--- src/hdl/top_k_expert_router_top_macros.svh ---
`ifndef TOP_K_EXPERT_ROUTER_TOP_MACROS_SVH
`define TOP_K_EXPERT_ROUTER_TOP_MACROS_SVH

// same-cycle implication, sampled on clk, off during reset
`define TKR_ASSERT_NOW(label, cond, conseq, msg) \
	label: assert property (@(posedge clk) disable iff (!arst_n) (cond) |-> (conseq)) \
		else $error(msg);

// next-cycle implication
`define TKR_ASSERT_NEXT(label, cond, conseq, msg) \
	label: assert property (@(posedge clk) disable iff (!arst_n) (cond) |=> (conseq)) \
		else $error(msg);

`endif

--- src/hdl/tkr_pkg.sv ---
package tkr_pkg;

	localparam int PROB_W     = 16;
	localparam int EXP_W      = 6;
	localparam int TOKEN_W    = 16;
	localparam int EC_W       = 7;
	localparam int SC_W       = 4;
	localparam int CFG_IDX_W  = 2;
	localparam int CFG_DATA_W = 8;

	localparam int DEF_MAX_EXPERTS = 64;
	localparam int DEF_MAX_SELECT  = 8;
	localparam int DEF_MAX_TOKENS  = 65536;

	localparam logic [EC_W-1:0] EC_RESET = 7'd8;
	localparam logic [SC_W-1:0] SC_RESET = 4'd2;

	localparam logic [CFG_IDX_W-1:0] REG_EXPERT_COUNT = 2'd0;
	localparam logic [CFG_IDX_W-1:0] REG_SELECT_COUNT = 2'd1;

	typedef struct packed {
		logic              valid;
		logic [PROB_W-1:0] prob;
		logic [EXP_W-1:0]  expert;
	} entry_t;

endpackage

--- src/hdl/tkr_in_if.sv ---
interface tkr_in_if;
	logic                       valid;
	logic                       ready;
	logic [tkr_pkg::PROB_W-1:0] probability;
	logic                       batch_start;

	modport source (output valid, output probability, output batch_start, input ready);
	modport sink (input valid, input probability, input batch_start, output ready);
endinterface

--- src/hdl/tkr_out_if.sv ---
interface tkr_out_if;
	logic                        valid;
	logic                        ready;
	logic [tkr_pkg::TOKEN_W-1:0] token_number;
	logic [tkr_pkg::EXP_W-1:0]   expert_number;
	logic [tkr_pkg::PROB_W-1:0]  routing_weight;
	logic                        last_of_token;

	modport source (output valid, output token_number, output expert_number,
		output routing_weight, output last_of_token, input ready);
	modport sink (input valid, input token_number, input expert_number,
		input routing_weight, input last_of_token, output ready);
endinterface

--- src/hdl/tkr_cfg_if.sv ---
interface tkr_cfg_if;
	logic                           valid;
	logic                           ready;
	logic [tkr_pkg::CFG_IDX_W-1:0]  index;
	logic [tkr_pkg::CFG_DATA_W-1:0] data;

	modport source (output valid, output index, output data, input ready);
	modport sink (input valid, input index, input data, output ready);
endinterface

--- src/hdl/tkr_cell.sv ---
module tkr_cell (
	input  logic                       clk,
	input  logic                       arst_n,
	input  logic                       load,
	input  logic                       flush,
	input  logic                       start,
	input  logic [tkr_pkg::PROB_W-1:0] new_prob,
	input  logic [tkr_pkg::EXP_W-1:0]  new_expert,
	input  tkr_pkg::entry_t            left_entry,
	input  logic                       left_take,
	output tkr_pkg::entry_t            cur_entry,
	output logic                       take,
	output tkr_pkg::entry_t            next_entry
);

	tkr_pkg::entry_t entry_q;

	// batch start empties the list before the insert
	always_comb begin
		cur_entry       = entry_q;
		cur_entry.valid = entry_q.valid & ~start;
	end

	// ties keep the older (lower numbered) expert ahead
	assign take = !cur_entry.valid || (entry_q.prob < new_prob);

	always_comb begin
		if (!take) begin
			next_entry = cur_entry;
		end else if (left_take) begin
			next_entry = left_entry;
		end else begin
			next_entry.valid  = 1'b1;
			next_entry.prob   = new_prob;
			next_entry.expert = new_expert;
		end
	end

	always_ff @(posedge clk or negedge arst_n) begin
		if (!arst_n) begin
			entry_q <= '0;
		end else if (load) begin
			entry_q.valid  <= next_entry.valid & ~flush;
			entry_q.prob   <= next_entry.prob;
			entry_q.expert <= next_entry.expert;
		end
	end

endmodule

--- src/hdl/tkr_drain.sv ---
module tkr_drain #(
	parameter int MAX_SELECT = tkr_pkg::DEF_MAX_SELECT,
	parameter int SW         = $clog2(MAX_SELECT + 1)
) (
	input  logic                                   clk,
	input  logic                                   arst_n,
	input  logic                                   load,
	input  tkr_pkg::entry_t [MAX_SELECT-1:0]       load_entries,
	input  logic [SW-1:0]                          load_count,
	input  logic [tkr_pkg::TOKEN_W-1:0]            load_token,
	output logic                                   can_load,
	tkr_out_if.source                              routes
);

	tkr_pkg::entry_t [MAX_SELECT-1:0] buf_q;
	logic [SW-1:0]                    count_q;
	logic [tkr_pkg::TOKEN_W-1:0]      token_q;
	logic                             pop;

	assign pop      = routes.valid && routes.ready;
	assign can_load = (count_q == '0) || ((count_q == SW'(1)) && routes.ready);

	assign routes.valid          = (count_q != '0);
	assign routes.token_number   = token_q;
	assign routes.expert_number  = buf_q[0].expert;
	assign routes.routing_weight = buf_q[0].prob;
	assign routes.last_of_token  = (count_q == SW'(1));

	always_ff @(posedge clk or negedge arst_n) begin
		if (!arst_n) begin
			count_q <= '0;
		end else if (load) begin
			count_q <= load_count;
		end else if (pop) begin
			count_q <= count_q - SW'(1);
		end
	end

	always_ff @(posedge clk) begin
		if (load) begin
			buf_q   <= load_entries;
			token_q <= load_token;
		end else if (pop) begin
			for (int i = 0; i < MAX_SELECT - 1; i++) begin
				buf_q[i] <= buf_q[i+1];
			end
		end
	end

endmodule

--- src/hdl/top_k_expert_router_top.sv ---
// Top-k expert router: a row of MAX_SELECT insertion cells keeps the sorted list.
// Throughput: one probability per cycle; the list cell row inserts each accepted one.
// Results start in the cycle after a token's last probability, then one per ready cycle.
// Input stalls only at a token's last position while the output buffer is still busy.
// Reset: async active low; list, counters and output buffer empty, expert_count 8,
// select_count 2.
`include "top_k_expert_router_top_macros.svh"

module top_k_expert_router_top #(
	parameter int MAX_EXPERTS = tkr_pkg::DEF_MAX_EXPERTS,
	parameter int MAX_SELECT  = tkr_pkg::DEF_MAX_SELECT,
	parameter int MAX_TOKENS  = tkr_pkg::DEF_MAX_TOKENS
) (
	input  logic       clk,
	input  logic       arst_n,
	tkr_in_if.sink     probs,
	tkr_out_if.source  routes,
	tkr_cfg_if.sink    cfg
);

	localparam int PW = $clog2(MAX_EXPERTS + 1);
	localparam int CW = (PW > tkr_pkg::EC_W) ? PW : tkr_pkg::EC_W;
	localparam int SW = $clog2(MAX_SELECT + 1);
	localparam int KW = (SW > tkr_pkg::SC_W) ? SW : tkr_pkg::SC_W;
	localparam int TW = (MAX_TOKENS > 1) ? $clog2(MAX_TOKENS) : 1;

	logic [tkr_pkg::EC_W-1:0] expert_count_q;
	logic [tkr_pkg::SC_W-1:0] select_count_q;
	logic [PW-1:0]            pos_q;
	logic [SW-1:0]            filled_q;
	logic [TW-1:0]            token_q;

	logic          start, acc, end_tok, may_end, can_load;
	logic [CW-1:0] eff_experts;
	logic [KW-1:0] eff_select;
	logic [PW-1:0] pos_base, pos_inc;
	logic [SW-1:0] filled_next, k_count;
	logic [TW-1:0] token_base, token_inc;

	tkr_pkg::entry_t [MAX_SELECT-1:0] cur_e, next_e;
	logic [MAX_SELECT-1:0]            takes, next_valid;

	assign cfg.ready = 1'b1;

	always_ff @(posedge clk or negedge arst_n) begin
		if (!arst_n) begin
			expert_count_q <= tkr_pkg::EC_RESET;
			select_count_q <= tkr_pkg::SC_RESET;
		end else if (cfg.valid) begin
			unique case (cfg.index)
				tkr_pkg::REG_EXPERT_COUNT: expert_count_q <= cfg.data[tkr_pkg::EC_W-1:0];
				tkr_pkg::REG_SELECT_COUNT: select_count_q <= cfg.data[tkr_pkg::SC_W-1:0];
				default: ;
			endcase
		end
	end

	always_comb begin
		if (expert_count_q == '0) begin
			eff_experts = CW'(1);
		end else if (CW'(expert_count_q) > CW'(MAX_EXPERTS)) begin
			eff_experts = CW'(MAX_EXPERTS);
		end else begin
			eff_experts = CW'(expert_count_q);
		end
		if (select_count_q == '0) begin
			eff_select = KW'(1);
		end else if (KW'(select_count_q) > KW'(MAX_SELECT)) begin
			eff_select = KW'(MAX_SELECT);
		end else begin
			eff_select = KW'(select_count_q);
		end
	end

	assign start      = probs.batch_start;
	assign acc        = probs.valid && probs.ready;
	assign pos_base   = start ? '0 : pos_q;
	assign pos_inc    = pos_base + PW'(1);
	assign end_tok    = (CW'(pos_inc) >= eff_experts);
	assign may_end    = (CW'(pos_q + PW'(1)) >= eff_experts) || (eff_experts == CW'(1));
	assign probs.ready = !may_end || can_load;

	assign filled_next = start ? SW'(1) :
		(filled_q == SW'(MAX_SELECT)) ? filled_q : filled_q + SW'(1);
	assign k_count = (eff_select > KW'(filled_next)) ? filled_next : SW'(eff_select);

	assign token_base = start ? '0 : token_q;
	assign token_inc  = (token_base == TW'(MAX_TOKENS - 1)) ? '0 : token_base + TW'(1);

	always_ff @(posedge clk or negedge arst_n) begin
		if (!arst_n) begin
			pos_q    <= '0;
			filled_q <= '0;
			token_q  <= '0;
		end else if (acc) begin
			pos_q    <= end_tok ? '0 : pos_inc;
			filled_q <= end_tok ? '0 : filled_next;
			token_q  <= end_tok ? token_inc : token_base;
		end
	end

	for (genvar i = 0; i < MAX_SELECT; i++) begin : g_cell
		tkr_pkg::entry_t left_entry;
		logic            left_take;

		if (i == 0) begin : g_head
			assign left_entry = '0;
			assign left_take  = 1'b0;
		end else begin : g_body
			assign left_entry = cur_e[i-1];
			assign left_take  = takes[i-1];
		end

		tkr_cell u_cell (
			.clk        (clk),
			.arst_n     (arst_n),
			.load       (acc),
			.flush      (end_tok),
			.start      (start),
			.new_prob   (probs.probability),
			.new_expert (tkr_pkg::EXP_W'(pos_base)),
			.left_entry (left_entry),
			.left_take  (left_take),
			.cur_entry  (cur_e[i]),
			.take       (takes[i]),
			.next_entry (next_e[i])
		);

		assign next_valid[i] = next_e[i].valid;
	end

	tkr_drain #(
		.MAX_SELECT (MAX_SELECT),
		.SW         (SW)
	) u_drain (
		.clk          (clk),
		.arst_n       (arst_n),
		.load         (acc && end_tok),
		.load_entries (next_e),
		.load_count   (k_count),
		.load_token   (tkr_pkg::TOKEN_W'(token_base)),
		.can_load     (can_load),
		.routes       (routes)
	);

	`TKR_ASSERT_NEXT(a_end_gives_results, acc && end_tok, routes.valid, "token end without results")
	`TKR_ASSERT_NEXT(a_list_nonempty, acc && !end_tok, filled_q != '0, "list empty mid-token")
	`TKR_ASSERT_NOW(a_valid_packed, acc, (next_valid & (next_valid + MAX_SELECT'(1))) == '0, "list has holes")

endmodule
--- src/flat_wrapper.sv ---
// flat-port wrapper written by rule: the top's interface ports become plain ports
module top_k_expert_router_top_flat 
#(
	parameter int MAX_EXPERTS = tkr_pkg::DEF_MAX_EXPERTS,
	parameter int MAX_SELECT  = tkr_pkg::DEF_MAX_SELECT,
	parameter int MAX_TOKENS  = tkr_pkg::DEF_MAX_TOKENS
)
  (clk, arst_n, probs_valid, probs_probability, probs_batch_start, probs_ready, routes_valid, routes_token_number, routes_expert_number, routes_routing_weight, routes_last_of_token, routes_ready, cfg_valid, cfg_index, cfg_data, cfg_ready);
  tkr_in_if probs_i ();
  tkr_out_if routes_i ();
  tkr_cfg_if cfg_i ();
  input  logic clk;
  input  logic arst_n;
  input wire logic [$bits(probs_i.valid)-1:0] probs_valid;
  input wire logic [$bits(probs_i.probability)-1:0] probs_probability;
  input wire logic [$bits(probs_i.batch_start)-1:0] probs_batch_start;
  output wire logic [$bits(probs_i.ready)-1:0] probs_ready;
  output wire logic [$bits(routes_i.valid)-1:0] routes_valid;
  output wire logic [$bits(routes_i.token_number)-1:0] routes_token_number;
  output wire logic [$bits(routes_i.expert_number)-1:0] routes_expert_number;
  output wire logic [$bits(routes_i.routing_weight)-1:0] routes_routing_weight;
  output wire logic [$bits(routes_i.last_of_token)-1:0] routes_last_of_token;
  input wire logic [$bits(routes_i.ready)-1:0] routes_ready;
  input wire logic [$bits(cfg_i.valid)-1:0] cfg_valid;
  input wire logic [$bits(cfg_i.index)-1:0] cfg_index;
  input wire logic [$bits(cfg_i.data)-1:0] cfg_data;
  output wire logic [$bits(cfg_i.ready)-1:0] cfg_ready;
  assign probs_i.valid = probs_valid;
  assign probs_i.probability = probs_probability;
  assign probs_i.batch_start = probs_batch_start;
  assign probs_ready = probs_i.ready;
  assign routes_valid = routes_i.valid;
  assign routes_token_number = routes_i.token_number;
  assign routes_expert_number = routes_i.expert_number;
  assign routes_routing_weight = routes_i.routing_weight;
  assign routes_last_of_token = routes_i.last_of_token;
  assign routes_i.ready = routes_ready;
  assign cfg_i.valid = cfg_valid;
  assign cfg_i.index = cfg_index;
  assign cfg_i.data = cfg_data;
  assign cfg_ready = cfg_i.ready;
  top_k_expert_router_top #(.MAX_EXPERTS(MAX_EXPERTS), .MAX_SELECT(MAX_SELECT), .MAX_TOKENS(MAX_TOKENS)) u_core (.clk(clk), .arst_n(arst_n), .probs(probs_i), .routes(routes_i), .cfg(cfg_i));
endmodule
--- config.mk ---
export PLATFORM = sky130hd
export DESIGN_NAME = top_k_expert_router_top_flat
export DESIGN_NICKNAME = d
export VERILOG_FILES = /design/src/hdl/tkr_pkg.sv /design/src/hdl/tkr_in_if.sv /design/src/hdl/tkr_out_if.sv /design/src/hdl/tkr_cfg_if.sv /design/src/hdl/tkr_cell.sv /design/src/hdl/tkr_drain.sv /design/src/hdl/top_k_expert_router_top.sv /design/src/flat_wrapper.sv
export VERILOG_INCLUDE_DIRS = /design/src /design/src/hdl
export SDC_FILE = /design/constraint.sdc
export NUM_CORES = 1
export LEC_CHECK = 0
export ABC_AREA = 1
export BUFFER_PORTS_ARGS = -buffer_cell sky130_fd_sc_hd__buf_2
export CORE_UTILIZATION = 50
export DETAILED_ROUTE_END_ITERATION = 8
export GPL_ROUTABILITY_DRIVEN = 0
export GPL_TIMING_DRIVEN = 0
export PLACE_DENSITY = 0.73
export SYNTH_ARGS = -nofsm -noshare
export SYNTH_HDL_FRONTEND = slang
export SYNTH_SLANG_ARGS = --single-unit
--- constraint.sdc ---
create_clock -name clk -period 15.5 [get_ports clk]
set_clock_uncertainty 0.1 [all_clocks]
set_input_delay 0.775 -clock clk [delete_from_list [all_inputs] [get_ports clk]]
set_output_delay 0.775 -clock clk [all_outputs]
set_load 0.02 [all_outputs]
---- Word-level counts from Yosys, hierarchy flattened ----
Index checks and enable logic that the tools add are counted.
W data, S select, Z words.
word-level totals
  bits in registers ....................... 425
  output and inout bits ................... 42
  logic and storage cells ................. 159
operators by class
  add/sub/neg operators ................... 5
  magnitude comparators ................... 13
  equality and inequality tests ........... 5
  multiplexer cells ....................... 32
  bitwise logic cells ..................... 18
  reductions and logical operators ........ 32
operators with widths
  cell                     number
  $mux W23                 15
  $mux W161                2
  $lt A16 B16 Y1           8
  $mux W16                 3
  $mux W4                  8
  $mux W7                  4
  $add A16 B1 Y16 const B  1
  $and A1 B1 Y1            16
  $eq A16 B16 Y1 const B   1
  $add A7 B1 Y7 const B    2
  $ge A7 B7 Y1             2
  $logic_or A1 B1 Y1       11
  $logic_not A1 Y1         9
  $logic_not A4 Y1         2
  $eq A7 B1 Y1 const B     1
  $gt A7 B7 Y1 const B     1
  $logic_not A7 Y1         1
  $add A4 B1 Y4 const B    1
  $eq A4 B1 Y1 const B     1
  $eq A4 B4 Y1 const B     1
  $gt A4 B4 Y1             1
  $gt A4 B4 Y1 const B     1
  $logic_and A1 B1 Y1      4
  $reduce_and A2 Y1        2
  6 further kinds          7

---- Longest topological paths before layout ----
  depth in word-level cells ............... 10
  gate-level depth with buffers ........... 19
  mapped depth without buffers ............ 17

---- By module ----
From an unflattened synthesis, not the netlist that was laid out.
second synthesis, totals
  cell total of the unflattened synthesis .. 4,017
  area total of the unflattened synthesis .. 29,669.7 µm²
by module, submodules not included
  module                   times used  cells an instance  area an instance (µm²)
  tkr_cell                 8           347                2,280.9
  tkr_drain                1           762                8,229.1
  top_k_expert_router_top  1           479                3,193.1

---- Worst setup path after synthesis ----
No wires, ideal clock.
  path type ............................... input -> register
  start ................................... in probs_batch_start
  end ..................................... reg u_core.u_drain.buf_q[100] (netlist bit), enable pin
  setup time .............................. 1.308 ns
  arrival ................................. 5.547 ns
  setup slack ............................. 8.545 ns
  stages .................................. 14
  path buffers ............................ 3
  path through ............................ buf_6 -> buf_6 -> buf_2 -> nor2_1 -> ha_1 -> nand3_1 -> nor3_1 -> xor2_1 -> ha_1 -> a21oi_1 -> o21a_1 -> nand3_1 -> nand3_2 -> nand2_1
between the ends
  longest elaborated chain between the ends .. 5
RTL lines
  element                              line                            source
  start: declaration                   flat_wrapper.sv:16              input wire logic [$bits(probs_i.batch_start)-1:0] probs_batch_start;
  $mux W7                              top_k_expert_router_top.sv:77   assign pos_base = start ? '0 : pos_q;
  $add A7 B1 Y7                        top_k_expert_router_top.sv:78   assign pos_inc = pos_base + PW'(1);
  $ge A7 B7 Y1                         top_k_expert_router_top.sv:79   assign end_tok = (CW'(pos_inc) >= eff_experts);
  $logic_and A1 B1 Y1                  top_k_expert_router_top.sv:138  .load (acc && end_tok),
  $reduce_bool A2 Y1 (no source line)  n/a
  end signal: assignment               tkr_drain.sv:41                 buf_q <= load_entries;
  end signal: indexed assignment       tkr_drain.sv:45                 buf_q[i] <= buf_q[i+1];
  end: declaration                     tkr_drain.sv:15                 tkr_pkg::entry_t [MAX_SELECT-1:0] buf_q;
No other way between the ends.
A chain may end at the register's enable or synchronous reset.

---- Worst setup path after layout ----
  start ................................... reg u_core.pos_q[0]
  end ..................................... reg u_core.u_drain.buf_q[147] (netlist bit), enable pin
between the ends
  longest elaborated chain between the ends .. 8
  elaborated cells between the ends (all ways) .. 11
  those cells by class .................... add/sub: 2; order compare: 2; mux: 1; reduce/logical: 6
RTL lines
  element                                  line                            source
  start: declaration                       top_k_expert_router_top.sv:29   logic [PW-1:0] pos_q;
  start signal: assignment                 top_k_expert_router_top.sv:96   pos_q <= end_tok ? '0 : pos_inc;
  $add A7 B1 Y7                            top_k_expert_router_top.sv:80   assign may_end = (CW'(pos_q + PW'(1)) >= eff_experts) || (eff_experts == CW'(1));
  $ge A7 B7 Y1                             top_k_expert_router_top.sv:80
  $logic_or A1 B1 Y1                       top_k_expert_router_top.sv:80
  $logic_not A1 Y1                         top_k_expert_router_top.sv:81   assign probs.ready = !may_end || can_load;
  $logic_or A1 B1 Y1                       top_k_expert_router_top.sv:81
  $logic_and A1 B1 Y1                      top_k_expert_router_top.sv:76   assign acc = probs.valid && probs.ready;
  $logic_and A1 B1 Y1 (*)                  top_k_expert_router_top.sv:138
  $reduce_bool A2 Y1 (no source line) (*)  n/a
Mark *: on every way between the ends. The rest lies on a longest branch, timed or not.

==> impl_metrics.ini <==
[placement]
port_buffers = 55
hpwl_um = 58500

[grt]
grt_pass1_vias = 22020
grt_pass1_wl_um = 122000
grt_util_all_layers = 0.317
grt_antenna_before_repair = 3
grt_max_degree = 101
grt-ovfl-total = 0

[timing]
rsz0062_at_grt = no
final-hold-violation-count = 0
min_period_ns = 5.93
worstMarginPinSlew_ns = 1.33
finalSetupViolCount = 0
drv_slew = 0
period_share = 0.383
fmax_mhz = 169
hold_ws_ns = 0.328
relSlewSlack = 0.116
tns_ns = 0

[worst_setup_path]
critPathTopFamily = simple AND/OR/NAND/NOR gates
critical_path_required_ns = 15.65
cpPeakStageDelay_ns = 0.84
start_kind = flip-flop
crit_chain = clkbuf_1, inv_1, nor2_1, ha_1, nand3_1, nor3_1, xor2_1, ha_1, nand2_1, o21a_1, nand3_1, nand3_2, nand2_4, buf_16, buf_16
worstSetupPathType = flip-flop to flip-flop
critPathSlowestCell = clkbuf_1
endpoint_kind = flip-flop
worstPathMaxFanout = 56
crit_buf_inv = 4
cp.arrival_ns = 6.08

[clocking]
clk_latency_ns = 0.59
root_buffer = clkbuf_16
ctsResizeCount = 0
cts-htree-levels = 2
cts_buffers = 46
cts_setup_buffers = 0
cts.sinks = 418
cts_tree = done
cts_buffer_depth = 3
clk_pin_slew_ns = 0.06

[finish]
final_common_cell = nand2_1
final_cell_mix = 1,008 x nand2_1, 643 x nand3_1, 224 x dfrtp_1, 192 x edfxtp_1, 145 x ha_1
synthToLayoutAreaGrowth_pct = 11.0
fin_nets = 3367
layout-drive-gt1-share = 0.111
fillCellCount = 4451
final_util = 0.563

[synthesis]
yosys.area.top_type_share = 0.232
syn-mean-instance-area_sq_um = 8.07
synth.area.top_cells = edfxtp_1 23%, dfrtp_1 23%, nand2_1 15%, nand3_1 13%, ha_1 7.3%
syn_inst = 3082
syn_area_sq_um = 24900
synth_top_cell_by_area = edfxtp_1
ys_seq_area_frac = 0.459
synthFlopType = dfrtp_1
synth_edf_count = 192
synthArstFlopShare = 0.541
ys_types = 42
yosys_warnings = 0
synth_nets = 3259
synth-seq-cells = 418

[drt]
drt_wl_total_um = 79100
dr.pass1.iters = 6
drt_iter0_drc = 2567
ant_nets = 0
drc = 0
num_vias = 22553
routed_via_density = 5.79
wl_per_cell_um = 20.3

[die]
io_pins = 74
die_h_um = 225
rows = 81
core_sq_um = 49100
dieArea_sq_um = 50700
fp.dieW_um = 225
start_util = 0.507

[power_and_ir_drop]
switchingPower_w = 0.00206
p_sw_frac = 0.409
vdd.ir_drop.worst_mv = 0.0889
total_power_w = 0.00503
powerDensity_nw_per_um2 = 182
comb_power_share = 0.385
internal_power_w = 0.00297
pwr-share-clk = 0.220
p_leak_nw = 13.3
pwr-share-seq = 0.394

[job]
drv_cap = 0

[hold_path]
hp-class = input pin to flip-flop

[run_status]
status = complete, no violations
## final cells by class
| type | instances | area [sq um] | area share |
|---|---|---|---|
| antenna | 3 | 7.51 | 0.000272 |
| multi-input combinational | 2317 | 11800 | 0.428 |
| clock buffer | 59 | 1300 | 0.0472 |
| buffer | 213 | 1150 | 0.0416 |
| tap | 664 | 831 | 0.0301 |
| sequential | 418 | 11400 | 0.413 |
| timing repair buffer | 60 | 405 | 0.0147 |
| clock inverter | 26 | 194 | 0.00702 |
| inverter | 134 | 503 | 0.0182 |
## power by group through the flow
stage / registers (W) / clock network (W) / logic [W]
floorplan: 0.00191 / 0 / 0.00132
global placement: 0.00200 / 0 / 0.00181
detailed placement: 0.00198 / 0 / 0.00189
CTS: 0.00197 / 0.00111 / 0.00190
global route: 0.00202 / 0.00115 / 0.00215
finish: 0.00198 / 0.00111 / 0.00194
## metrics by stage
stage	instances	setup slack, ns	instance area (sq um)
after global routing	3893	9.46	27600
after detailed placement	3805	9.86	26100
after floorplan	3082	8.54	24900
after global placement	3801	5.94	26000
final	3894	9.57	27600
after CTS	3891	9.88	27600
## flip-flops by register name (all words and copies together) (netlist names)
signal,count
u_core.u_drain.count_q,4
u_core.pos_q,7
u_core.u_drain.routes.token_number,16
u_core.token_q,16
u_core.filled_q,4
u_core.u_drain.routes.routing_weight,16
u_core.u_drain.buf_q,154
u_core.g_cell.u_cell.cur_entry,176
u_core.select_count_q,4
u_core.expert_count_q,7
u_core.u_drain.routes.expert_number,6
u_core.g_cell.u_cell.entry_q,8
## cells in the mapped netlist, types with 6 or more instances
master,number
nand2_1,1009
nand3_1,643
dfrtp_1,224
edfxtp_1,192
ha_1,145
inv_1,132
o21ai_0,86
clkbuf_1,81
buf_2,74
a21oi_1,70
or2_2,68
nor2_1,60
or2_1,59
buf_4,38
o21ai_1,29
nand3b_1,24
and2_1,22
o22ai_1,19
buf_6,15
nand2_2,14
xor2_1,14
nor3_1,11
o21a_1,7
a31oi_1,6
nor2_2,6
## routing by layer
layer | vias to the layer above | share of wire | global-route usage
li1 | 10533 | - | -
met1 | 10593 | 0.40 | 0.408
met2 | 1153 | 0.44 | 0.490
met3 | 272 | 0.094 | 0.0610
met4 | 2 | 0.065 | 0.201
met5 | - | 0.00053 | 0
## worst paths after layout
| kind | from | end | slack [ns] | depth (start not counted) |
|---|---|---|---|---|
| max | u_core.pos_q[0] | u_core.u_drain.buf_q[147] | 9.57 | 15 |
| min | cfg_data[5] | u_core.expert_count_q[5] | 0.33 | 2 |
| max reg2reg | u_core.pos_q[0] | u_core.u_drain.buf_q[147] | 9.57 | 15 |
| min reg2reg | u_core.g_cell[7].u_cell.cur_entry[5] | u_core.g_cell[7].u_cell.cur_entry[5] | 0.37 | 2 |
| max in group asynchronous | arst_n | u_core.g_cell[0].u_cell.cur_entry[0] | 13.39 | 4 |
| min in group asynchronous | arst_n | u_core.g_cell[6].u_cell.cur_entry[11] | 0.54 | 2 |
## cell families (layout without fill, tap and decap cells)
family | after synthesis | after routing | synth area share
simple gates | 1929 | 1929 | 0.347
flops | 418 | 418 | 0.459
buf+inv | 347 | 492 | 0.0664
compound gates | 221 | 221 | 0.0468
fa+ha+maj | 145 | 145 | 0.0729
xor+xnor | 19 | 19 | 0.00669
mux | 2 | 2 | 0.000905
other cells | 1 | 4 | 0.000151
## timing repair
action / CTS / global route
hold buffers: 1 / 0
setup endpoints to repair: 0 / 0
endpoints found under the hold margin: 28 / 0
Power figures use the tool's default switching activity.
